--- src/sv/imh_pkg.sv ---
// ----------------------------------------------------------------------------
// imh_pkg - shared types and codes of the indexed min-heap
// Commands, status codes, datapath micro-ops and the control/status bundles
// passed between the controller and the datapath.
// ----------------------------------------------------------------------------
package imh_pkg;

  localparam logic [1:0] CMD_LOAD  = 2'd0;
  localparam logic [1:0] CMD_POP   = 2'd1;
  localparam logic [1:0] CMD_DEC   = 2'd2;
  localparam logic [1:0] CMD_QUERY = 2'd3;

  localparam logic [2:0] ST_OK       = 3'd0;
  localparam logic [2:0] ST_EMPTY    = 3'd1;
  localparam logic [2:0] ST_NOCHANGE = 3'd2;
  localparam logic [2:0] ST_RANGE    = 3'd3;
  localparam logic [2:0] ST_PHASE    = 3'd4;

  typedef logic [4:0] op_t;

  localparam op_t OP_NONE       = 5'd0;
  localparam op_t OP_ACCEPT     = 5'd1;
  localparam op_t OP_LOAD       = 5'd2;
  localparam op_t OP_BUILD_INIT = 5'd3;
  localparam op_t OP_BUILD_RD   = 5'd4;
  localparam op_t OP_CUR_LD     = 5'd5;
  localparam op_t OP_SD_RDL     = 5'd6;
  localparam op_t OP_SD_RDR     = 5'd7;
  localparam op_t OP_SD_STEP    = 5'd8;
  localparam op_t OP_POP_RDL    = 5'd9;
  localparam op_t OP_POS_RD     = 5'd10;
  localparam op_t OP_SLOT_RD    = 5'd11;
  localparam op_t OP_CHECK      = 5'd12;
  localparam op_t OP_SU_RD      = 5'd13;
  localparam op_t OP_SU_STEP    = 5'd14;
  localparam op_t OP_PLACE      = 5'd15;
  localparam op_t OP_EMIT       = 5'd16;

  typedef struct packed {
    op_t op;
  } imh_cmd_t;

  typedef struct packed {
    logic       err;
    logic [1:0] cmd;
    logic       last_load;
    logic       m_zero;
    logic       sd_stop;
    logic       do_sift;
    logic       at_top;
    logic       su_stop;
    logic       out_busy;
  } imh_stat_t;

endpackage

--- src/sv/imh_ctrl.sv ---
// ----------------------------------------------------------------------------
// imh_ctrl - sequencer of the indexed min-heap
// Steps the datapath through load, build, pop, decrease and query.
// ----------------------------------------------------------------------------
module imh_ctrl
  import imh_pkg::*;
(
  input  logic      clk,
  input  logic      rst,
  input  logic      req_valid,
  output logic      req_ready,
  input  imh_stat_t stat,
  output imh_cmd_t  cmd
);

  localparam logic [4:0] S_IDLE       = 5'd0;
  localparam logic [4:0] S_DISPATCH   = 5'd1;
  localparam logic [4:0] S_LOAD       = 5'd2;
  localparam logic [4:0] S_BUILD_INIT = 5'd3;
  localparam logic [4:0] S_BUILD_NEXT = 5'd4;
  localparam logic [4:0] S_CUR        = 5'd5;
  localparam logic [4:0] S_SD_L       = 5'd6;
  localparam logic [4:0] S_SD_R       = 5'd7;
  localparam logic [4:0] S_SD_STEP    = 5'd8;
  localparam logic [4:0] S_POP_L      = 5'd9;
  localparam logic [4:0] S_SLOT       = 5'd10;
  localparam logic [4:0] S_CHECK      = 5'd11;
  localparam logic [4:0] S_SU_RD      = 5'd12;
  localparam logic [4:0] S_SU_STEP    = 5'd13;
  localparam logic [4:0] S_ROOT       = 5'd14;
  localparam logic [4:0] S_EMIT       = 5'd15;

  logic [4:0] state, state_next;
  logic       in_build, in_build_next;

  assign req_ready = (state == S_IDLE);

  always_comb begin
    state_next    = state;
    in_build_next = in_build;
    cmd.op        = OP_NONE;
    unique case (state)
      S_IDLE: begin
        if (req_valid) begin
          cmd.op     = OP_ACCEPT;
          state_next = S_DISPATCH;
        end
      end
      S_DISPATCH: begin
        if (stat.err) begin
          state_next = S_ROOT;
        end else begin
          unique case (stat.cmd)
            CMD_LOAD: state_next = S_LOAD;
            CMD_POP:  state_next = S_POP_L;   // root read issued by default address
            default: begin
              cmd.op     = OP_POS_RD;
              state_next = S_SLOT;
            end
          endcase
        end
      end
      S_LOAD: begin
        cmd.op     = OP_LOAD;
        state_next = stat.last_load ? S_BUILD_INIT : S_ROOT;
      end
      S_BUILD_INIT: begin
        cmd.op        = OP_BUILD_INIT;
        in_build_next = 1'b1;
        state_next    = S_BUILD_NEXT;
      end
      S_BUILD_NEXT: begin
        if (stat.m_zero) begin
          in_build_next = 1'b0;
          state_next    = S_ROOT;
        end else begin
          cmd.op     = OP_BUILD_RD;
          state_next = S_CUR;
        end
      end
      S_CUR: begin
        cmd.op     = OP_CUR_LD;
        state_next = S_SD_L;
      end
      S_SD_L: begin
        cmd.op     = OP_SD_RDL;
        state_next = S_SD_R;
      end
      S_SD_R: begin
        cmd.op     = OP_SD_RDR;
        state_next = S_SD_STEP;
      end
      S_SD_STEP: begin
        cmd.op = OP_SD_STEP;
        if (stat.sd_stop) begin
          state_next = in_build ? S_BUILD_NEXT : S_ROOT;
        end else begin
          state_next = S_SD_L;
        end
      end
      S_POP_L: begin
        cmd.op     = OP_POP_RDL;
        state_next = S_CUR;
      end
      S_SLOT: begin
        cmd.op     = OP_SLOT_RD;
        state_next = S_CHECK;
      end
      S_CHECK: begin
        cmd.op     = OP_CHECK;
        state_next = stat.do_sift ? S_SU_RD : S_ROOT;
      end
      S_SU_RD: begin
        if (stat.at_top) begin
          cmd.op     = OP_PLACE;
          state_next = S_ROOT;
        end else begin
          cmd.op     = OP_SU_RD;
          state_next = S_SU_STEP;
        end
      end
      S_SU_STEP: begin
        cmd.op     = OP_SU_STEP;
        state_next = stat.su_stop ? S_ROOT : S_SU_RD;
      end
      S_ROOT: begin
        state_next = S_EMIT;
      end
      S_EMIT: begin
        if (!stat.out_busy) begin
          cmd.op     = OP_EMIT;
          state_next = S_IDLE;
        end
      end
      default: state_next = S_IDLE;
    endcase
  end

  always_ff @(posedge clk) begin
    if (rst) begin
      state    <= S_IDLE;
      in_build <= 1'b0;
    end else begin
      state    <= state_next;
      in_build <= in_build_next;
    end
  end

endmodule

--- config.mk ---
export PLATFORM = sky130hd
export DESIGN_NAME = imh_ctrl
export DESIGN_NICKNAME = d
export VERILOG_FILES = /design/src/sv/imh_pkg.sv /design/src/sv/imh_ctrl.sv
export SDC_FILE = /design/constraint.sdc
export NUM_CORES = 1
export LEC_CHECK = 0
export BUFFER_PORTS_ARGS = -buffer_cell sky130_fd_sc_hd__buf_2
export CORE_AREA = 2 2 39 41
export CTS_CLUSTER_DIAMETER = 30
export DETAILED_ROUTE_END_ITERATION = 10
export DIE_AREA = 0 0 41 43
export GPL_TIMING_DRIVEN = 0
export MAX_ROUTING_LAYER = met4
export PLACE_DENSITY = 0.72
export SKIP_LAST_GASP = 1
export SLEW_MARGIN = 5
export SYNTH_ARGS = -nofsm -noshare
export SYNTH_HDL_FRONTEND = slang
export SYNTH_SLANG_ARGS = --single-unit
--- constraint.sdc ---
create_clock -name clk -period 1.5 [get_ports clk]
set_input_delay 0.075 -clock clk [delete_from_list [all_inputs] [get_ports clk]]
set_output_delay 0.075 -clock clk [all_outputs]
set_load 0.01 [all_outputs]
==> results.md <==
- Slew @ Worst Pin: between 0.3 and 0.4 ns
- Worst skew pair latency: roughly 0.24 ns
- Sequential area share after synthesis: approximately 17%
- Max Root-Sink Buffers: 2
- Peak VDD IR: around 0.001 V
- Gpl congestion: between 0.9 and 1
- Crit start category: flop
- Routed len/inst: 14.7 um
- Final hold slack: 0.115 ns
- DP Area: ~710 um^2
- Arr. time, crit path: 1.38 ns
- Diodes inserted: 0
- Slew Limit Fails: 0
- CP peak stage delay: between 0.3 and 0.4 ns
- CP max FO: 10
- Bufs and invs on worst path: 2
- Synth Area in Compound Gates: roughly two fifths
- Residual DRC: 0
- Root Buffer: clkbuf_4
- Post-synthesis mux area share: 3.57%
- Mean Syn Cell Area: roughly 6.7 um^2
- Min Tclk post-route: 1.45 ns
- Max Clock Skew: roughly 0.0024 ns
- All-layer global routing usage: roughly 23%
- Synth Warn #: 0
- Critical path cell sequence: buf_4 -> nand2_1 -> nor3_1 -> a221o_1 -> buf_2
- CP Data Required Time: ~1.4 ns
- Post-synth EDFFs: 0
- Clk sink count: 5
- CTS tree: done
- Top sig layer: met4
- Via count of the first global-routing pass: roughly 650
- Synth Area in Adders: 0%
- Ys flop type: dfxtp_1
- #FFs+latches synth: 5
- Routed Antenna Nets: 0
- RSZ-0062 raised after global routing: yes
- Final hold viol count: 0
- Pwr Density: 2060 nW/um^2
- Met1 WL: around 790 um
- Nets: 128
- Post-Route WL: approximately 1900 um
- Relative slew slack: between 70 and 80%
- Io pins: 19
- DR pass1 iterations: 4
- Async S/R FF share, synth: 0%
- Rows: 14
- Synthesized cell area: approximately 600 um^2
- Element type at the critical path end: output port
- Max Clock Freq: 0.689 GHz
- Die Span X: 41 um
- Post-synthesis cell count: between 80 and 90
- Largest family of logic cells by synthesized area: compound AO/OA/AOI/OAI gates
- Distinct cells, synth: 33
- Die area: 1760 um^2
- Clk slew on worst S/H paths: roughly 0.04 ns
- P&R area growth vs syn: 34.0%
- Worst min path class: in2reg
- Post-Synth XOR/XNOR Area: 0%
- Vias per cell: just over 6
- Number of I/O port buffers: 18
- Design Area, Final: ~800 um^2
- Initial cell density of the core: between 40% and 50%
- H-tree Lvls: 1
- Slowest CP cell: dfxtp_2
- Period utilization: 96.8%
- MaxCap Viol Count: 0
- Synth Area in Simple Gates: 31.7%
- Crit path kind: reg2out
- Core area: between 1000 and 1500 um^2
- Layout cells sized above 1: a little under two fifths
- Largest net degree at the start of global routing: 11
- Chip Height: roughly 43 um
- Outcome: finished, final reports clean
- Crit path max-delay family: flip-flops
- Syn nets: roughly 100
- Static leakage: about 0.00033 uW
- Iter 0 DRT Violations: 44
- First-pass GRT wire length: between 2000 and 3000 um
- Met2 WL: 935 um
- Gr ovfl total: 0
- Post-CTS Hold Fix Bufs: 0
- Endpoints failing setup: 0
- Via Count: 794
- CTS buffer count: 3
- Post-DP HPWL: around 1300 um
- Initial antenna violation count: 0
- Met3 wire length: 163 um
## final cells by class
class	instances	area [um^2]
multi-input combinational	75	458
fill	156	586
sequential	5	108
tap	16	20.0
buffer	6	67.6
timing repair buffer	21	108
inverter	3	11.3
clock buffer	4	26.3
## power breakdown
part	leakage [uW]	total, uW	switching [uW]	internal (uW)
Sequential	0.0000428	270	71.5	198
Clock	0.0000150	149	49.0	100
Combinational	0.000275	1230	675	554
## per-stage QoR
stage / total power (uW) / setup TNS, ns / util [%] / setup WS (ns) / instances
after floorplan: 1040 / 0 / - / 0.268 / 89
after global placement: 1310 / 0 / 51.0 / 0.113 / 123
after detailed placement: 1320 / 0 / 51.0 / 0.125 / 123
after CTS: 1520 / -0.0373 / 54.0 / -0.0217 / 127
after global routing: 1770 / -0.0110 / 57.7 / -0.00986 / 130
final: 1650 / 0 / 57.7 / 0.0483 / 130
## synthesized netlist by cell type (2+ instances only)
library cell	count	area, um^2
a21oi_1	14	70.1
a211oi_1	2	15.0
a31oi_1	4	25.0
o21ai_0	8	40.0
nor2b_1	3	18.8
dfxtp_1	5	100
nor3_1	4	20.0
inv_1	3	11.3
nand3_1	2	10.0
nor2_1	9	33.8
nand2_1	10	37.5
buf_2	4	20.0
## registers in the layout, indices dropped and copies added (netlist names)
signal	count
state	4
in_build	1
## cells by family (layout without fill, tap and decap cells)
group           after synthesis  in the layout
compound gates               37             37
simple gates                 36             36
buf+inv                       9             34
flops                         5              5
mux                           2              2
## cell usage in the layout, fill, tap and decap left out, drive strengths merged, types with 2 or more instances in the layout
master,n
a211oi,2
a21oi,14
a31oi,4
buf,26
clkbuf,5
dfxtp,5
inv,3
nand2,10
nand3,2
nor2,10
nor2b,3
nor3,4
o21ai,8
## routing by layer
layer  vias to the layer above  GRT usage, %
met5                         -             -
met4                         0          12.0
met3                         6          3.14
met2                        51          32.8
met1                       357          29.4
li1                        380             -
## worst paths after layout
check	depth (start not counted)	slack (ns)	to	startpoint
hold reg to reg	2	0.55	in_build	in_build
hold / removal	2	0.12	state[2]	rst
setup / recovery	5	0.05	cmd[1]	state[2]
setup reg to reg	6	0.06	state[3]	state[0]
## what timing repair did
action,4_1_cts,5_1_grt
endpoints found under the setup margin,3,3
gates cloned,0,1
pin swaps,0,3
buffers inserted,0,2
gates resized for setup,6,11
Power figures use the tool's default switching activity.
